[config.mk]
export PLATFORM = sky130hd
export DESIGN_NAME = mml_command_stream_parser
export DESIGN_NICKNAME = d
export VERILOG_FILES = /design/src/rtl/core/mcp_pkg.sv /design/src/rtl/core/mcp_front.sv /design/src/rtl/core/mcp_queue.sv /design/src/rtl/core/mcp_back.sv /design/src/rtl/core/mml_command_stream_parser.sv
export SDC_FILE = /design/constraint.sdc
export NUM_CORES = 1
export LEC_CHECK = 0
export ABC_AREA = 1
export BUFFER_PORTS_ARGS = -buffer_cell sky130_fd_sc_hd__buf_2
export CAP_MARGIN = 20
export CORE_UTILIZATION = 35
export CTS_BUF_LIST = sky130_fd_sc_hd__clkbuf_2 sky130_fd_sc_hd__clkbuf_4 sky130_fd_sc_hd__clkbuf_8
export DETAILED_ROUTE_END_ITERATION = 10
export PLACE_DENSITY = 0.51
export SETUP_SLACK_MARGIN = 0.4
export SYNTH_ARGS = -nofsm -noshare
export SYNTH_HDL_FRONTEND = slang
export SYNTH_SLANG_ARGS = --single-unit
[constraint.sdc]
create_clock -name clk -period 3.5 [get_ports clk]
set_input_delay 0.7 -clock clk [delete_from_list [all_inputs] [get_ports clk]]
set_output_delay 0.7 -clock clk [all_outputs]
set_load 0.02 [all_outputs]
[src/rtl/core/mcp_pkg.sv]
`default_nettype none
// ----------------------------------------------------------------------------
// mcp_pkg
// Shared types and constants of the MML command stream parser: character
// codes, parse states, command and event kinds, and datapath widths.
// ----------------------------------------------------------------------------
package mcp_pkg;

	// Datapath sizing
	localparam int FULL_LENGTH = 256;
	localparam int ACC_W       = 16;
	localparam int Q_W         = $clog2(FULL_LENGTH + 1);
	localparam int LEN_W       = $clog2(2 * FULL_LENGTH);
	localparam int STEP_W      = $clog2(Q_W);
	localparam int DOT_W       = 4;
	localparam int NOTE_W      = 8;
	localparam int DUR_W       = 9;
	localparam int NUM_W       = 16;
	localparam int KIND_W      = 3;
	localparam int OCT_W       = 8;
	localparam int Q_DEPTH     = 2;
	localparam int PTR_W       = (Q_DEPTH > 1) ? $clog2(Q_DEPTH) : 1;
	localparam int CNT_W       = $clog2(Q_DEPTH + 1);

	localparam logic [Q_W-1:0]    FULL_VEC    = Q_W'(FULL_LENGTH);
	localparam logic [LEN_W-1:0]  DEF_LEN_RST = LEN_W'(FULL_LENGTH / 4);
	localparam logic [OCT_W-1:0]  OCT_RST     = OCT_W'(4);
	localparam logic [OCT_W-1:0]  OCT_MAX     = '1;
	localparam logic [DOT_W-1:0]  DOT_MAX     = '1;
	localparam logic [NOTE_W-1:0] NOTE_TOP    = NOTE_W'(127);

	// Character codes
	localparam logic [7:0] CH_NUL   = 8'h00;
	localparam logic [7:0] CH_TAB   = 8'h09;
	localparam logic [7:0] CH_LF    = 8'h0A;
	localparam logic [7:0] CH_CR    = 8'h0D;
	localparam logic [7:0] CH_SP    = 8'h20;
	localparam logic [7:0] CH_HASH  = 8'h23;
	localparam logic [7:0] CH_PLUS  = 8'h2B;
	localparam logic [7:0] CH_MINUS = 8'h2D;
	localparam logic [7:0] CH_DOT   = 8'h2E;
	localparam logic [7:0] CH_0     = 8'h30;
	localparam logic [7:0] CH_9     = 8'h39;
	localparam logic [7:0] CH_LT    = 8'h3C;
	localparam logic [7:0] CH_GT    = 8'h3E;
	localparam logic [7:0] CH_AT    = 8'h40;
	localparam logic [7:0] CH_A     = 8'h41;
	localparam logic [7:0] CH_G     = 8'h47;
	localparam logic [7:0] CH_L     = 8'h4C;
	localparam logic [7:0] CH_O     = 8'h4F;
	localparam logic [7:0] CH_R     = 8'h52;
	localparam logic [7:0] CH_T     = 8'h54;
	localparam logic [7:0] CH_V     = 8'h56;
	localparam logic [7:0] CH_LC_A  = 8'h61;
	localparam logic [7:0] CH_LC_Z  = 8'h7A;
	localparam logic [7:0] CASE_OFS = 8'h20;

	// Semitone of letters A..G; the eighth entry repeats A (letter modulo 7)
	localparam logic [3:0] SEMITONE [8] = '{4'd9, 4'd11, 4'd0, 4'd2, 4'd4, 4'd5, 4'd7, 4'd9};

	typedef enum logic [4:0] {
		ST_BEGIN,
		ST_NOTE,
		ST_NOTE_PRE,
		ST_NOTE_RUN,
		ST_REST_PRE,
		ST_REST_RUN,
		ST_OCT_PRE,
		ST_OCT_RUN,
		ST_LEN_PRE,
		ST_LEN_RUN,
		ST_VOL_PRE,
		ST_VOL_RUN,
		ST_TONE_PRE,
		ST_TONE_RUN,
		ST_TEMPO_PRE,
		ST_TEMPO_RUN
	} parse_state_t;

	typedef enum logic [1:0] {
		ACCID_NONE,
		ACCID_SHARP,
		ACCID_FLAT
	} accid_t;

	typedef enum logic [2:0] {
		CMD_NOTE,
		CMD_REST,
		CMD_OCT,
		CMD_LEN,
		CMD_VOL,
		CMD_TONE,
		CMD_TEMPO
	} cmd_kind_t;

	typedef enum logic [KIND_W-1:0] {
		EV_NOTE,
		EV_REST,
		EV_VOL,
		EV_TONE,
		EV_TEMPO
	} ev_kind_t;

	typedef enum logic [1:0] {
		BK_IDLE,
		BK_DIV,
		BK_DOT,
		BK_EMIT
	} back_state_t;

	// One finished command handed from the front to the back
	typedef struct packed {
		cmd_kind_t         kind;
		logic [NOTE_W-1:0] note;
		logic [ACC_W-1:0]  acc;
		logic [DOT_W-1:0]  dots;
	} mcp_cmd_t;

endpackage
`default_nettype wire

[src/rtl/core/mcp_front.sv]
`default_nettype none
// ----------------------------------------------------------------------------
// mcp_front
// Character front end: folds case, runs the command parse state, keeps the
// octave, letter, accidental, number and dot registers, and pushes each
// finished command but octave changes into the command queue.
// ----------------------------------------------------------------------------
module mcp_front
	import mcp_pkg::*;
(
	input  wire logic        clk,
	input  wire logic        arst_n,
	input  wire logic        char_valid,
	output logic             char_stall,
	input  wire logic [7:0]  char_in,
	output logic             cmd_push,
	output mcp_cmd_t         cmd_data,
	input  wire logic        q_full
);

	parse_state_t      state_q, st_n, run_st;
	logic [OCT_W-1:0]  octave_q, oct_n;
	logic [2:0]        letter_q, letter_n;
	accid_t            accid_q, accid_n;
	logic [ACC_W-1:0]  acc_q, acc_n, acc_dig;
	logic [DOT_W-1:0]  dots_q, dots_n;

	logic [7:0]        c_up;
	logic              is_digit, is_white, dot_ok, in_pre, in_run;
	logic              fix, do_begin, accept;
	cmd_kind_t         cls;
	logic [ACC_W+3:0]  acc_prod;
	logic [NOTE_W-1:0] note_base, note_fin, oct_x12;

	assign accept     = char_valid & ~q_full;
	assign char_stall = q_full;

	// Fold case and classify the character
	always_comb begin
		c_up = char_in;
		if (char_in inside {[CH_LC_A:CH_LC_Z]}) begin
			c_up = char_in - CASE_OFS;
		end
		is_digit = c_up inside {[CH_0:CH_9]};
		is_white = c_up inside {CH_SP, CH_TAB, CH_LF, CH_CR};
		acc_prod = ({4'b0, acc_q} << 3) + ({4'b0, acc_q} << 1)
			+ (ACC_W+4)'(c_up - CH_0);
		acc_dig  = (acc_prod > (ACC_W+4)'({ACC_W{1'b1}})) ? '1 : acc_prod[ACC_W-1:0];
	end

	// Map the current state to its command group
	always_comb begin
		case (state_q)
			ST_NOTE, ST_NOTE_PRE, ST_NOTE_RUN: begin
				cls = CMD_NOTE; run_st = ST_NOTE_RUN; dot_ok = 1'b1;
			end
			ST_REST_PRE, ST_REST_RUN: begin
				cls = CMD_REST; run_st = ST_REST_RUN; dot_ok = 1'b1;
			end
			ST_OCT_PRE, ST_OCT_RUN: begin
				cls = CMD_OCT; run_st = ST_OCT_RUN; dot_ok = 1'b0;
			end
			ST_LEN_PRE, ST_LEN_RUN: begin
				cls = CMD_LEN; run_st = ST_LEN_RUN; dot_ok = 1'b1;
			end
			ST_VOL_PRE, ST_VOL_RUN: begin
				cls = CMD_VOL; run_st = ST_VOL_RUN; dot_ok = 1'b0;
			end
			ST_TONE_PRE, ST_TONE_RUN: begin
				cls = CMD_TONE; run_st = ST_TONE_RUN; dot_ok = 1'b0;
			end
			ST_TEMPO_PRE, ST_TEMPO_RUN: begin
				cls = CMD_TEMPO; run_st = ST_TEMPO_RUN; dot_ok = 1'b0;
			end
			default: begin
				cls = CMD_NOTE; run_st = ST_BEGIN; dot_ok = 1'b0;
			end
		endcase
		in_pre = state_q inside {ST_NOTE, ST_NOTE_PRE, ST_REST_PRE, ST_OCT_PRE,
			ST_LEN_PRE, ST_VOL_PRE, ST_TONE_PRE, ST_TEMPO_PRE};
		in_run = state_q inside {ST_NOTE_RUN, ST_REST_RUN, ST_OCT_RUN, ST_LEN_RUN,
			ST_VOL_RUN, ST_TONE_RUN, ST_TEMPO_RUN};
	end

	// Note number from the letter, octave and accidental held so far
	always_comb begin
		oct_x12   = NOTE_W'({octave_q, 3'b0}) + NOTE_W'({octave_q, 2'b0});
		note_base = NOTE_W'(SEMITONE[letter_q]) + oct_x12;
		note_fin  = note_base;
		if (accid_q == ACCID_SHARP && note_base < NOTE_TOP) begin
			note_fin = note_base + NOTE_W'(1);
		end else if (accid_q == ACCID_FLAT && note_base != '0) begin
			note_fin = note_base - NOTE_W'(1);
		end
	end

	// Next parse state: extend, finish, then reparse the character from the start
	always_comb begin
		st_n     = state_q;
		oct_n    = octave_q;
		letter_n = letter_q;
		accid_n  = accid_q;
		acc_n    = acc_q;
		dots_n   = dots_q;
		fix      = 1'b0;
		do_begin = 1'b0;
		if (in_pre) begin
			if (state_q == ST_NOTE && (c_up == CH_HASH || c_up == CH_PLUS)) begin
				accid_n = ACCID_SHARP;
				st_n    = ST_NOTE_PRE;
			end else if (state_q == ST_NOTE && c_up == CH_MINUS) begin
				accid_n = ACCID_FLAT;
				st_n    = ST_NOTE_PRE;
			end else if (is_digit) begin
				st_n  = run_st;
				acc_n = acc_dig;
			end else if (!is_white) begin
				fix = 1'b1;
			end
		end else if (in_run) begin
			if (is_digit) begin
				acc_n = acc_dig;
			end else if (dot_ok && c_up == CH_DOT) begin
				if (dots_q != DOT_MAX) begin
					dots_n = dots_q + DOT_W'(1);
				end
			end else begin
				fix = 1'b1;
			end
		end else begin
			do_begin = 1'b1;
		end

		if (fix) begin
			do_begin = 1'b1;
			st_n     = ST_BEGIN;
			if (cls == CMD_OCT) begin
				oct_n = acc_q[OCT_W-1:0];
			end
		end

		if (do_begin) begin
			if (c_up inside {[CH_A:CH_G]}) begin
				letter_n = 3'(c_up - CH_A);
				accid_n  = ACCID_NONE;
				acc_n    = '0;
				dots_n   = '0;
				st_n     = ST_NOTE;
			end else if (c_up == CH_R) begin
				acc_n  = '0;
				dots_n = '0;
				st_n   = ST_REST_PRE;
			end else if (c_up == CH_O) begin
				acc_n = '0;
				st_n  = ST_OCT_PRE;
			end else if (c_up == CH_GT) begin
				if (oct_n != OCT_MAX) begin
					oct_n = oct_n + OCT_W'(1);
				end
			end else if (c_up == CH_LT) begin
				if (oct_n != '0) begin
					oct_n = oct_n - OCT_W'(1);
				end
			end else if (c_up == CH_L) begin
				acc_n  = '0;
				dots_n = '0;
				st_n   = ST_LEN_PRE;
			end else if (c_up == CH_V) begin
				acc_n = '0;
				st_n  = ST_VOL_PRE;
			end else if (c_up == CH_AT) begin
				acc_n = '0;
				st_n  = ST_TONE_PRE;
			end else if (c_up == CH_T) begin
				acc_n = '0;
				st_n  = ST_TEMPO_PRE;
			end
		end
	end

	// Push the finished command; octave changes stay local
	always_comb begin
		cmd_push      = accept & fix & (cls != CMD_OCT);
		cmd_data.kind = cls;
		cmd_data.note = note_fin;
		cmd_data.acc  = acc_q;
		cmd_data.dots = dots_q;
	end

	always_ff @(posedge clk or negedge arst_n) begin
		if (!arst_n) begin
			state_q  <= ST_BEGIN;
			octave_q <= OCT_RST;
			letter_q <= '0;
			accid_q  <= ACCID_NONE;
			acc_q    <= '0;
			dots_q   <= '0;
		end else if (accept) begin
			state_q  <= st_n;
			octave_q <= oct_n;
			letter_q <= letter_n;
			accid_q  <= accid_n;
			acc_q    <= acc_n;
			dots_q   <= dots_n;
		end
	end

endmodule
`default_nettype wire

[src/rtl/core/mcp_queue.sv]
`default_nettype none
// ----------------------------------------------------------------------------
// mcp_queue
// Short command queue between front and back so that each side stalls on
// its own.
// ----------------------------------------------------------------------------
module mcp_queue
	import mcp_pkg::*;
(
	input  wire logic      clk,
	input  wire logic      arst_n,
	input  wire logic      push,
	input  wire mcp_cmd_t  push_data,
	output logic           full,
	output logic           pop_valid,
	input  wire logic      pop_stall,
	output mcp_cmd_t       pop_data
);

	mcp_cmd_t          entry_q [Q_DEPTH];
	logic [PTR_W-1:0]  wr_ptr_q, rd_ptr_q;
	logic [CNT_W-1:0]  count_q;
	logic              do_push, do_pop;

	assign full      = (count_q == CNT_W'(Q_DEPTH));
	assign pop_valid = (count_q != '0);
	assign pop_data  = entry_q[rd_ptr_q];
	assign do_push   = push & ~full;
	assign do_pop    = pop_valid & ~pop_stall;

	// Store the pushed beat
	always_ff @(posedge clk) begin
		if (do_push) begin
			entry_q[wr_ptr_q] <= push_data;
		end
	end

	// Advance pointers and occupancy
	always_ff @(posedge clk or negedge arst_n) begin
		if (!arst_n) begin
			wr_ptr_q <= '0;
			rd_ptr_q <= '0;
			count_q  <= '0;
		end else begin
			if (do_push) begin
				wr_ptr_q <= (wr_ptr_q == PTR_W'(Q_DEPTH - 1)) ? '0 : wr_ptr_q + PTR_W'(1);
			end
			if (do_pop) begin
				rd_ptr_q <= (rd_ptr_q == PTR_W'(Q_DEPTH - 1)) ? '0 : rd_ptr_q + PTR_W'(1);
			end
			if (do_push && !do_pop) begin
				count_q <= count_q + CNT_W'(1);
			end else if (do_pop && !do_push) begin
				count_q <= count_q - CNT_W'(1);
			end
		end
	end

endmodule
`default_nettype wire

[src/rtl/core/mcp_back.sv]
`default_nettype none
// ----------------------------------------------------------------------------
// mcp_back
// Command back end: computes lengths with a bit-serial divider and a dot
// loop, keeps the default length, and drives the registered event output.
// ----------------------------------------------------------------------------
module mcp_back
	import mcp_pkg::*;
(
	input  wire logic              clk,
	input  wire logic              arst_n,
	input  wire logic              cmd_valid,
	output logic                   cmd_stall,
	input  wire mcp_cmd_t          cmd_data,
	output logic                   event_valid,
	input  wire logic              event_stall,
	output logic [KIND_W-1:0]      event_kind,
	output logic [NOTE_W-1:0]      note_number,
	output logic [DUR_W-1:0]       duration,
	output logic [NUM_W-1:0]       number_value
);

	back_state_t       state_q, state_n;
	cmd_kind_t         kind_q;
	logic [NOTE_W-1:0] note_q;
	logic [ACC_W-1:0]  div_q, rem_q;
	logic [DOT_W-1:0]  dots_q;
	logic [Q_W-1:0]    dvd_q, quo_q, add_q, quo_nx;
	logic [STEP_W-1:0] step_q;
	logic [LEN_W-1:0]  len_q, def_len_q;
	logic              out_valid_q;
	logic [KIND_W-1:0] out_kind_q;
	logic [NOTE_W-1:0] out_note_q;
	logic [DUR_W-1:0]  out_dur_q;
	logic [NUM_W-1:0]  out_num_q;

	logic [ACC_W:0]    rem_sh, rem_sub;
	logic              sub_ok, emit_ok, take, dot_done, div_last, is_arg;
	ev_kind_t          ev_kind;

	assign cmd_stall    = (state_q != BK_IDLE);
	assign take         = cmd_valid & (state_q == BK_IDLE);
	assign emit_ok      = ~out_valid_q | ~event_stall;
	assign event_valid  = out_valid_q;
	assign event_kind   = out_kind_q;
	assign note_number  = out_note_q;
	assign duration     = out_dur_q;
	assign number_value = out_num_q;

	// One restoring division step per cycle
	always_comb begin
		rem_sh   = {rem_q, dvd_q[Q_W-1]};
		sub_ok   = (rem_sh >= {1'b0, div_q});
		rem_sub  = rem_sh - {1'b0, div_q};
		quo_nx   = {quo_q[Q_W-2:0], sub_ok};
		div_last = (step_q == STEP_W'(Q_W - 1));
		dot_done = (add_q == '0) || (dots_q == '0);
		is_arg   = cmd_data.kind inside {CMD_VOL, CMD_TONE, CMD_TEMPO};
	end

	// Event kind of the command in hand
	always_comb begin
		case (kind_q)
			CMD_NOTE:  ev_kind = EV_NOTE;
			CMD_REST:  ev_kind = EV_REST;
			CMD_VOL:   ev_kind = EV_VOL;
			CMD_TONE:  ev_kind = EV_TONE;
			CMD_TEMPO: ev_kind = EV_TEMPO;
			default:   ev_kind = EV_NOTE;
		endcase
	end

	// Next state
	always_comb begin
		state_n = state_q;
		case (state_q)
			BK_IDLE: begin
				if (cmd_valid) begin
					if (is_arg) begin
						state_n = BK_EMIT;
					end else if (cmd_data.acc == '0) begin
						state_n = (cmd_data.kind == CMD_LEN) ? BK_IDLE : BK_EMIT;
					end else begin
						state_n = BK_DIV;
					end
				end
			end
			BK_DIV: begin
				if (div_last) begin
					state_n = BK_DOT;
				end
			end
			BK_DOT: begin
				if (dot_done) begin
					state_n = (kind_q == CMD_LEN) ? BK_IDLE : BK_EMIT;
				end
			end
			BK_EMIT: begin
				if (emit_ok) begin
					state_n = BK_IDLE;
				end
			end
			default: state_n = BK_IDLE;
		endcase
	end

	always_ff @(posedge clk or negedge arst_n) begin
		if (!arst_n) begin
			state_q <= BK_IDLE;
		end else begin
			state_q <= state_n;
		end
	end

	// Length datapath
	always_ff @(posedge clk) begin
		if (take) begin
			kind_q <= cmd_data.kind;
			note_q <= cmd_data.note;
			div_q  <= cmd_data.acc;
			dots_q <= cmd_data.dots;
			rem_q  <= '0;
			dvd_q  <= FULL_VEC;
			quo_q  <= '0;
			step_q <= '0;
			len_q  <= def_len_q;
		end else if (state_q == BK_DIV) begin
			rem_q  <= sub_ok ? rem_sub[ACC_W-1:0] : rem_sh[ACC_W-1:0];
			dvd_q  <= dvd_q << 1;
			quo_q  <= quo_nx;
			step_q <= step_q + STEP_W'(1);
			if (div_last) begin
				len_q <= LEN_W'(quo_nx);
				add_q <= quo_nx >> 1;
			end
		end else if (state_q == BK_DOT && !dot_done) begin
			len_q  <= len_q + LEN_W'(add_q);
			add_q  <= add_q >> 1;
			dots_q <= dots_q - DOT_W'(1);
		end
	end

	// Hold the default length set by L
	always_ff @(posedge clk or negedge arst_n) begin
		if (!arst_n) begin
			def_len_q <= DEF_LEN_RST;
		end else if (state_q == BK_DOT && dot_done && kind_q == CMD_LEN) begin
			def_len_q <= len_q;
		end
	end

	// Output register: load the event, drop it once taken
	always_ff @(posedge clk or negedge arst_n) begin
		if (!arst_n) begin
			out_valid_q <= 1'b0;
		end else if (state_q == BK_EMIT && emit_ok) begin
			out_valid_q <= 1'b1;
		end else if (!event_stall) begin
			out_valid_q <= 1'b0;
		end
	end

	always_ff @(posedge clk) begin
		if (state_q == BK_EMIT && emit_ok) begin
			out_kind_q <= ev_kind;
			if (kind_q == CMD_NOTE || kind_q == CMD_REST) begin
				out_note_q <= (kind_q == CMD_NOTE) ? note_q : '0;
				out_dur_q  <= DUR_W'(len_q);
				out_num_q  <= '0;
			end else begin
				out_note_q <= '0;
				out_dur_q  <= '0;
				out_num_q  <= div_q[NUM_W-1:0];
			end
		end
	end

endmodule
`default_nettype wire

[src/rtl/core/mml_command_stream_parser.sv]
`default_nettype none
// ----------------------------------------------------------------------------
// mml_command_stream_parser
// Music Macro Language parser: one text byte in per beat, at most one note,
// rest, volume, tone or tempo event out per byte.
//
//   channel | valid       | stall       | payload
//   --------+-------------+-------------+------------------------------------
//   char    | char_valid  | char_stall  | char_in
//   event   | event_valid | event_stall | event_kind, note_number,
//           |             |             | duration, number_value
//
// The front takes one byte per cycle while the two-entry command queue has
// room. For a note, rest or L command with a nonzero number the back loads
// the command, runs the bit-serial divider and then the dot loop; notes and
// rests then load the output register. Volume, tone, tempo and notes or
// rests without a number go straight to the output register; L without a
// number ends at load. Reset sets octave 4 and a quarter-note default
// length. A stalled event holds the back, then the queue, then char_stall.
// ----------------------------------------------------------------------------
module mml_command_stream_parser
	import mcp_pkg::*;
(
	input  wire logic              clk,
	input  wire logic              arst_n,
	input  wire logic              char_valid,
	output logic                   char_stall,
	input  wire logic [7:0]        char_in,
	output logic                   event_valid,
	input  wire logic              event_stall,
	output logic [KIND_W-1:0]      event_kind,
	output logic [NOTE_W-1:0]      note_number,
	output logic [DUR_W-1:0]       duration,
	output logic [NUM_W-1:0]       number_value
);

	logic      cmd_push, q_full, q_valid, q_stall;
	mcp_cmd_t  push_cmd, pop_cmd;

	mcp_front u_front (
		.clk        (clk),
		.arst_n     (arst_n),
		.char_valid (char_valid),
		.char_stall (char_stall),
		.char_in    (char_in),
		.cmd_push   (cmd_push),
		.cmd_data   (push_cmd),
		.q_full     (q_full)
	);

	mcp_queue u_queue (
		.clk       (clk),
		.arst_n    (arst_n),
		.push      (cmd_push),
		.push_data (push_cmd),
		.full      (q_full),
		.pop_valid (q_valid),
		.pop_stall (q_stall),
		.pop_data  (pop_cmd)
	);

	mcp_back u_back (
		.clk          (clk),
		.arst_n       (arst_n),
		.cmd_valid    (q_valid),
		.cmd_stall    (q_stall),
		.cmd_data     (pop_cmd),
		.event_valid  (event_valid),
		.event_stall  (event_stall),
		.event_kind   (event_kind),
		.note_number  (note_number),
		.duration     (duration),
		.number_value (number_value)
	);

endmodule
`default_nettype wire

==> metrics.csv, run 1 <==
metric,value,unit
outcome,"finished, violations left",
failed_checks,negative setup slack,
crit_type,primary input to flop,
routed_wl,35.2,mm
max_cap_violations,0,
gp_routability_congestion,0.868,
synthTopCellsByArea,"edfxtp_1 32%, nand2_1 11%, dfrtp_1 9.4%",
synth_area_leader_cell,edfxtp_1,
dieArea,0.0405,mm²
cp_num_buf_inv,8,
critPathMostFrequentCell,nand2_1,
setup_viol,38,
setup-tns-final,-13.68,ns
drt_pass1_iterations,6,
core_area,0.0389,mm²
vdd.ir_drop.worst,0.419,mV
fin_nets,2048,
synthDistinctLibCells,57,
cp.arrival,4.49,ns
cp.required,3.92,ns
io_buffers,49,
fp.dieW,201,µm
io_pins,50,
max-slew-margin-rel,43.7,%
clock-root-buffer,clkbuf_8,
fin_ws,-0.567,ns
skew,0.0404,ns
yosys_warnings,0,
grt_max_degree,45,
cts_buffer_depth,3,
max_freq,246,MHz
critPathMaxFanout,8,
clk_pin_slew,0.06,ns
crit_family,simple AND/OR/NAND/NOR gates,
power_density,988,mW/mm²
yosys.area.top_type_share,31.6,%
antenna_found_initial,0,
start_util,35.7,%
cp-start-kind,primary input,
tightest_slew,0.842,ns
ys_seq_area_share,45.5,%
viasPerCell,4.71,
rsz0062_at_grt,true,
drc,0,
grt_pass1_wl,58.1,mm
vias,11724,
slowest_stage,fa_1,
clock_insertion_delay_worst_skew,0.56,ns
clkSinkCount,229,
cts_tree,yes,
cts-htree-levels,2,
die_h,201,µm
drt_iter0_drc,595,
finalHoldViolCount,0,
utilization,47.6,%
synthesis.area,0.0139,mm²
grt_usage,17.5,%
min_path_type,primary input to async pin,
critPathMaxStageDelay,0.49,ns
layout_common_cells,"399 x nand2_1, 184 x inv_1, 184 x buf_4, 146 x edfxtp_1, 121 x nor2_1",
async_flop_share,23.6,%
num_antenna_cells,0,
core.rowCount,72,
cts-buffers-inserted,40,
synth_ff_type,edfxtp_1,
grt_pass1_vias,11578,
end_kind,flop,
hold_ws,0.199,ns
p_leak,8.50,nW
synth_area_per_cell,8.44,µm²
period_minus_slack,4.07,ns
synth_seq_cells,229,
synth-edff-count,146,
final_common_cell,nand2_1,
post_route_cells_drive_above_1_share,28.8,%
ant_nets,0,
place_hpwl,24.6,mm
grt_remaining_overflow,0,
synth_nets,1754,
report.final.slew_viol_count,0,
synthCells,1644,
wl_per_cell,14.1,µm
synthToLayoutAreaGrowth,33.3,%
fin_crit_sh,116,%
-- sequential cells by signal, indices dropped and copies added, names as in the netlist, 3 cells and up --
register	flops
u_front.dots_q	4
u_front.acc_q	16
u_back.event_kind	3
u_back.number_value	16
u_queue.entry_q	62
u_back.def_len_q	9
u_back.note_q	8
u_front.letter_q	3
u_front.octave_q	8
u_back.quo_q	8
u_back.dots_q	4
u_front.state_q	5
u_back.note_number	8
u_back.div_q	16
u_back.duration	9
u_back.step_q	4
u_back.add_q	8
u_back.len_q	9
u_back.rem_q	16
u_back.kind_q	3
-- final timing paths --
check / from / to / slack [ns] / depth (start not counted)
min in group clk: u_back.quo_q[5] / u_back.quo_q[5] / 0.46 / 2
setup / recovery: char_in[0] / u_front.acc_q[0] / -0.57 / 33
max in group asynchronous: arst_n / u_front.octave_q[2] / 2.50 / 2
setup reg to reg: u_front.letter_q[2] / u_queue.entry_q[0][27] / 0.06 / 17
hold / removal: arst_n / u_queue.count_q[0] / 0.20 / 1
hold reg to reg: u_back.quo_q[5] / u_back.quo_q[5] / 0.46 / 2
-- what timing repair did --
item / in CTS / in global routing
hold buffers: 0 / 0
gates cloned: 3 / 4
resized for setup: 122 / 72
setup endpoints to repair: 103 / 119
pin swaps: 64 / 53
setup buffers: 50 / 22
-- metrics by stage --
step	setup WS, ns	power, W	cell area (µm²)	std cells
6_report	-0.567	0.0183	18500	2488
5_1_grt	-0.779	0.0199	18500	2488
4_1_cts	-0.406	0.0179	18000	2461
3_5_place_dp	-1.22	0.0143	16100	2334
3_3_place_gp	-1.12	0.0142	16100	2334
2_1_floorplan	-0.925	0.0110	14100	1644
-- cell families (layout without fill, tap and decap cells) --
logic type / after synthesis / count (layout) / synth area share, %
adder cells (fa/ha/maj): 98 / 98 / 9.86
XOR/XNOR: 51 / 51 / 3.22
AO/OA/AOI/OAI: 261 / 261 / 10.5
buffers and inverters: 264 / 590 / 7.36
flip-flops: 229 / 229 / 45.5
AND/OR/NAND/NOR: 741 / 741 / 23.5
-- Yosys cell counts (22+ instances only) --
library cell  instances
dfrtp_1              52
dfxtp_1              29
nand3_1              88
nor2_1              131
clkbuf_1             28
inv_1               205
ha_1                 79
nand4_1              22
xor2_1               35
nand2_1             417
o21ai_0              97
edfxtp_1            146
a21oi_1              94
-- area by class of cell --
type	count	area [µm²]
fillers	3681	20400
multi-input cells	1151	7310
inverters	222	870
well taps	518	648
clock inverters	17	131
repair buffers	294	2510
flip-flops and latches	229	6320
clock buffers	57	709
-- metal layers --
| layer | GRT usage, % | part of all wire (%) |
|---|---|---|
| met2 | 29.7 | 48 |
| met3 | 2.28 | 2.7 |
| met1 | 23.0 | 46 |
| met5 | 0 | 0 |
| met4 | 6.00 | 2.7 |
-- worst reg2reg max path, stage by stage, from the launching register on --
cell      delay, ns
dfrtp_1        0.38
inv_2          0.07
a21oi_2        0.04
o21bai_4       0.17
fa_1           0.50
inv_2          0.05
ha_4           0.16
fa_2           0.35
buf_4          0.16
xor2_4         0.16
inv_2          0.06
nor3_2         0.10
inv_1          0.11
o21ai_4        0.27
inv_4          0.09
nor3_4         0.22
a31oi_1        0.13
xnor2_1        0.17
-- power by group --
| group | total, W | switching (W) | internal, W |
|---|---|---|---|
| logic | 0.0109 | 0.00627 | 0.00463 |
| clock network | 0.00255 | 0.00109 | 0.00146 |
| registers | 0.00484 | 0.000568 | 0.00428 |
Power figures use the tool's default switching activity.
==> run 2, diff against run 1 <==
ABC_AREA = default   (was 1)
TNS_END_PERCENT = 30   (was default)
==> run 2 against run 1 <==
The flow still finishes with violations (negative setup slack). Via count fell by 7.6%. First-iteration DRC count decreased by 16%. Wire length shrank 1.3%. Area after synthesis decreased by 2.1%. Setup slack lost 0.61 ns. Total power is 10% lower. Non-clock buffer count decreased by 10. Clock power grew 4%. Count of clock-buffer cells in the layout down 1. Global-route usage grew 0.59 points. Largest cell class unchanged.
==> metrics.csv, run 2 <==
metric,value,unit
drc,0,
fin_cells,2142,
layout_common_cells,"211 x buf_4, 146 x edfxtp_1, 113 x nand2_1, 85 x nor2_1, 82 x a21oi_1",
cts_buffer_depth,3,
fp.dieW,199,µm
use_met2,30.7,%
synthTopCellsByArea,"edfxtp_1 32%, dfrtp_1 9.6%, ha_1 7.3%",
final_common_cell,buf_4,
setup_viol,93,
critPathMaxFanout,8,
viasPerCell,5.06,
min_path_type,primary input to async pin,
grt_pass1_wl,56.6,mm
clk_pin_slew,0.06,ns
synth_seq_cells,229,
vias,10837,
post_route_cells_drive_above_1_share,31.6,%
start_util,35.8,%
crit_family,simple AND/OR/NAND/NOR gates,
finalHoldViolCount,0,
max-slew-margin-rel,57.6,%
ys_seq_area_share,46.5,%
clock_insertion_delay_worst_skew,0.56,ns
wl_per_cell,16.2,µm
drt_pass1_iterations,4,
fin_crit_sh,134,%
fill_cells,3550,
p_leak,7.40,nW
synth_ff_type,edfxtp_1,
switchingPower,0.00665,W
outcome,"finished, violations left",
p_int,0.00973,W
antenna_found_initial,0,
grt_usage,18.1,%
synth_nets,1442,
grt_use_met3,2.70,%
yosys-top-cells-count,"146 x edfxtp_1, 115 x nand2_1, 91 x a21oi_1, 91 x nor2_1, 86 x inv_1",
report.power.total,0.0164,W
cts-buffers-inserted,40,
period_minus_slack,4.68,ns
synthesis.area,0.0136,mm²
cp-start-kind,primary input,
skew,0.0237,ns
clkSinkCount,229,
synth_area_per_cell,10.2,µm²
path_cells,buf_8 > inv_6 > ha_4 > or3b_4 > or3_4 > a31oi_4 > ha_4 > nor2_4 > fa_1 > ha_4 > buf_6 > a21boi_2 > o22ai_1 > a311o_1 > or4_4 > a41oi_2 > nand4_1 > or3b_4 > o211ai_1 > o21ai_1,
synthCells,1332,
pwr-share-comb,54.3,%
failed_checks,negative setup slack,
yosysMostFrequentCell,edfxtp_1,
sw_frac_of_total,40.6,%
routed_wl,34.7,mm
ant_nets,0,
async_flop_share,23.6,%
seq_power_share,29.4,%
tightest_slew,0.630,ns
grt_max_degree,44,
cts_tree,yes,
grt_pass1_vias,10755,
clock-root-buffer,clkbuf_8,
report.final.slew_viol_count,0,
core_area,0.0379,mm²
crit_type,primary input to flop,
slowest_stage,fa_1,
core.rowCount,71,
die_h,199,µm
use_met1,23.8,%
vdd.ir_drop.worst,0.436,mV
top_usage_layer,met2,
cp.required,3.92,ns
dieArea,0.0396,mm²
synthToLayoutAreaGrowth,30.2,%
cts-htree-levels,2,
gp_routability_congestion,0.879,
io_buffers,49,
place_hpwl,25.8,mm
max_freq,214,MHz
fin_nets,1709,
regMostFlops,u_queue.entry_q,
yosys_warnings,0,
largest_register_ffs,62,
io_pins,50,
rsz0062_at_grt,true,
grt_remaining_overflow,0,
synth-edff-count,146,
drt_iter0_drc,497,
critPathMostFrequentCell,ha_4,
synthDistinctLibCells,89,
end_kind,flop,
critPathMaxStageDelay,0.56,ns
yosys.area.top_type_share,32.3,%
power_density,926,mW/mm²
cp_num_buf_inv,3,
hold_buffers,0,
synth_area_leader_cell,edfxtp_1,
dpl.cell_count,2040,
max_cap_violations,0,
clkPwrFrac,16.2,%
num_antenna_cells,0,
fin_ws,-1.18,ns
cp.arrival,5.09,ns
==> run 2: cell types whose count changed in the layout (fill, tap and decap cells not counted), moves of 33 or more <==
cell,change
nor2_1,-36
nand2_2,-33
mux2_2,+36
nand2_1,-286
nand3_1,-46
inv_1,-103
==> run 2: cell type report <==
cell class	instances	area, µm²	share of cell area (%)
inverter	87	347	1.96
tap	511	639	3.61
timing repair buffer	284	2210	12.5
multi-input combinational	957	7300	41.3
clock inverter	18	183	1.03
clock buffer	56	696	3.93
sequential	229	6320	35.7
==> run 2: final timing paths <==
path / startpoint / depth (start not counted) / endpoint / slack (ns)
setup / recovery: char_in[0] / 20 / u_front.acc_q[9] / -1.18
hold / removal: arst_n / 1 / u_back.def_len_q[5] / 0.08
setup reg to reg: u_front.acc_q[2] / 16 / u_front.acc_q[9] / -0.14
hold reg to reg: u_back.quo_q[7] / 2 / u_back.quo_q[7] / 0.46
max in group asynchronous: arst_n / 2 / u_front.octave_q[2] / 2.65
min in group clk: event_stall / 3 / u_back.event_valid / 0.45
==> run 2: repair_timing <==
item,4_1_cts,5_1_grt
pin swaps,48,38
buffers inserted,18,7
gates resized for setup,73,53
gates cloned,2,0
endpoints found under the setup margin,117,123
==> run 2: through the flow <==
stage / hold slack (ns) / TNS (ns) / utilization [%] / area [µm²] / setup slack (ns)
global route: 0.0773 / -52.54 / 46.6 / 17700 / -1.36
detailed placement: 0.449 / -109.39 / 42.3 / 16000 / -1.94
global placement: 0.439 / -103.61 / 42.3 / 16000 / -1.84
CTS: 0.0603 / -25.50 / 45.8 / 17400 / -1.09
finish: 0.0847 / -41.03 / 46.6 / 17700 / -1.18
floorplan: 0.404 / -98.56 / - / 13800 / -1.72
==> run 2: power by group through the flow <==
| stage | Combinational (W) | Sequential (W) | Clock (W) |
|---|---|---|---|
| global route | 0.00989 | 0.00495 | 0.00285 |
| global placement | 0.00811 | 0.00486 | 0 |
| finish | 0.00890 | 0.00482 | 0.00266 |
| floorplan | 0.00547 | 0.00489 | 0 |
| CTS | 0.00869 | 0.00483 | 0.00274 |
| detailed placement | 0.00819 | 0.00487 | 0 |
==> run 2: metal layers <==
layer | vias to the layer above | wire length (µm)
li1 | 5412 | -
met1 | 5160 | 16400
met2 | 217 | 16400
met3 | 48 | 1270
met4 | 0 | 699
met5 | - | 0
==> run 2: kinds of logic (layout without fill, tap and decap cells) <==
family          count (synthesis)  after routing  synth area share, %
mux                            47             47                 3.79
compound gates                343            343                 16.5
fa+ha+maj                      99             99                 10.1
xor+xnor                       61             61                 3.93
flops                         229            229                 46.5
simple gates                  407            407                 14.9
buf+inv                       146            445                 4.22
==> run 3, diff against run 2 <==
ABC_AREA = 1   (was default)
==> run 3 against run 2 <==
The flow still finishes with violations (negative setup slack). Core utilization down 0.53 points. Clock power down 3%. Via count up 5.9%. First-iteration DRC count down 4.8%. Clock skew up 0.0078 ns. Non-clock buffer count down 37. Count of clock-buffer cells in the layout up 10. Register-to-register slack better by 0.24 ns. Die area up 2.2%. Sequential share of layout area down 0.50 points. Wire length down 2.7%. Critical path depth up 11. Critical endpoint is now u_front.acc_q[11]. Largest power group unchanged. Highest routed layer unchanged.
==> metrics.csv, run 3 (same netlist as run 1, synthesis figures left out) <==
metric,value,unit
outcome,"finished, violations left",
failed_checks,negative setup slack,
sw_frac_of_total,43.5,%
final_common_cell,nand2_1,
grt_pass1_vias,11462,
fill_cells,3845,
core_area,0.0389,mm²
fin_cells,2441,
synthToLayoutAreaGrowth,29.2,%
max-slew-margin-rel,34.7,%
max_freq,252,MHz
dpl.cell_count,2332,
clkPwrFrac,14.1,%
clock_insertion_delay_worst_skew,0.55,ns
grt_usage,17.1,%
r2r_cells,19,
fp.dieW,201,µm
clock-root-buffer,clkbuf_8,
place_hpwl,24.7,mm
skew,0.0315,ns
grt_max_degree,48,
endpoint,u_front.acc_q[11],
fin_nets,2001,
die_h,201,µm
min_path_type,primary input to async pin,
r2r_end,u_front.acc_q[11],
setup_viol,16,
post_route_cells_drive_above_1_share,27.0,%
cp-startpoint,char_in[1],
cts-buffers-inserted,40,
report.final.slew_viol_count,0,
end_kind,flop,
drc,0,
critPathMostFrequentCell,nand2_1,
vdd.ir_drop.worst,0.458,mV
gp_routability_congestion,0.872,
utilization,46.1,%
drt_iter0_drc,473,
regMostFlops,u_queue.entry_q,
antenna_found_initial,0,
fin_ws,-0.472,ns
largest_register_ffs,62,
p_leak,8.24,nW
dieArea,0.0405,mm²
crit_type,primary input to flop,
r2r_start,u_front.acc_q[0],
critPathMaxFanout,8,
io_pins,50,
wl_per_cell,13.9,µm
period_minus_slack,3.97,ns
p_int,0.0103,W
tightest_slew,0.979,ns
start_util,35.7,%
cp.required,3.91,ns
slowest_stage,fa_1,
grt_pass1_wl,56.8,mm
hold_buffers,0,
clkSinkCount,229,
cp.arrival,4.38,ns
routed_wl,33.8,mm
cp-start-kind,primary input,
cts-htree-levels,2,
switchingPower,0.00795,W
power_density,1020,mW/mm²
seq_power_share,26.4,%
num_antenna_cells,0,
cts_tree,yes,
core.rowCount,72,
finalHoldViolCount,0,
vias,11474,
cts_buffer_depth,3,
critPathMaxStageDelay,0.49,ns
drt_pass1_iterations,5,
clk_pin_slew,0.07,ns
layout_common_cells,"397 x nand2_1, 185 x inv_1, 171 x buf_4, 146 x edfxtp_1, 120 x nor2_1",
rsz0062_at_grt,true,
max_cap_violations,0,
io_buffers,49,
dp_slack,-1.25,ns
grt_remaining_overflow,0,
pwr-share-comb,59.5,%
ant_nets,0,
fin_crit_sh,113,%
rrSetupSlack,0.10,ns
viasPerCell,4.70,
[run 3: cell count changes in the layout (fill, tap and decap cells not counted), sizes merged, moves of 19 or more]
cell / delta
inv: +132
nand3: +63
and2: -23
nor2: +49
a21o: -21
nand2: +329
nor3: -19
buf: -36
mux2: -36
xnor2: -23
[run 3: metrics by stage]
stage	setup TNS [ns]	cell area, µm²	total power, W	hold WS (ns)
after floorplan	-40.77	14000	0.0108	0.404
after global routing	-10.33	17900	0.0199	0.205
final	-7.28	17900	0.0183	0.175
after global placement	-28.63	16000	0.0139	0.449
after CTS	-5.43	17500	0.0177	0.160
after detailed placement	-33.77	16000	0.0140	0.452
[run 3: worst min path at each step]
stage / depth (start not counted) / end / startpoint
3_5_place_dp: 2 / u_back.quo_q[6] / u_back.quo_q[6]
3_3_place_gp: 2 / u_back.quo_q[3] / u_back.quo_q[3]
2_1_floorplan: 0 / u_back.def_len_q[0] / arst_n
4_1_cts: 1 / u_back.state_q[0] / arst_n
6_report: 1 / u_back.state_q[0] / arst_n
5_1_grt: 1 / u_back.state_q[0] / arst_n
[run 3: power groups by stage]
stage	Clock, W	Combinational, W	Sequential (W)
after global placement	0	0.00908	0.00485
final	0.00258	0.0109	0.00482
after CTS	0.00267	0.0102	0.00483
after global routing	0.00277	0.0122	0.00495
after floorplan	0	0.00585	0.00497
after detailed placement	0	0.00915	0.00487
[run 3: area by class of cell]
type / count / area (µm²) / share of cell area, %
Clock inverter: 8 / 68.8 / 0.384
Inverter: 222 / 872 / 4.86
Clock buffer: 66 / 790 / 4.40
Tap cell: 518 / 648 / 3.61
Multi-Input combinational cell: 1151 / 7310 / 40.7
Sequential cell: 229 / 6320 / 35.2
Timing Repair Buffer: 247 / 1930 / 10.8
[run 3: per-layer routing]
layer  vias to the layer above  share of wire [%]  GRT usage (%)
met3                        45                3.7           2.32
met4                         0                1.7           4.55
met5                         -                  0              0
li1                       5952                  -              -
met2                       195                 48           28.9
met1                      5282                 47           22.8
[run 3: timing repair]
action | 4_1_cts | 5_1_grt
pin swaps | 59 | 47
gates cloned | 1 | 0
gates resized for setup | 104 | 85
buffers inserted | 22 | 12
endpoints found under the setup margin | 59 | 119
[run 3: critical path, delay by kind of cell]
kind | cells | cell delay [ns]
XOR/XNOR | 2 | 0.24
AO/OA/AOI/OAI | 4 | 0.55
adder cells (fa/ha/maj) | 4 | 1.11
AND/OR/NAND/NOR | 15 | 1.31
buffers and inverters | 6 | 0.46
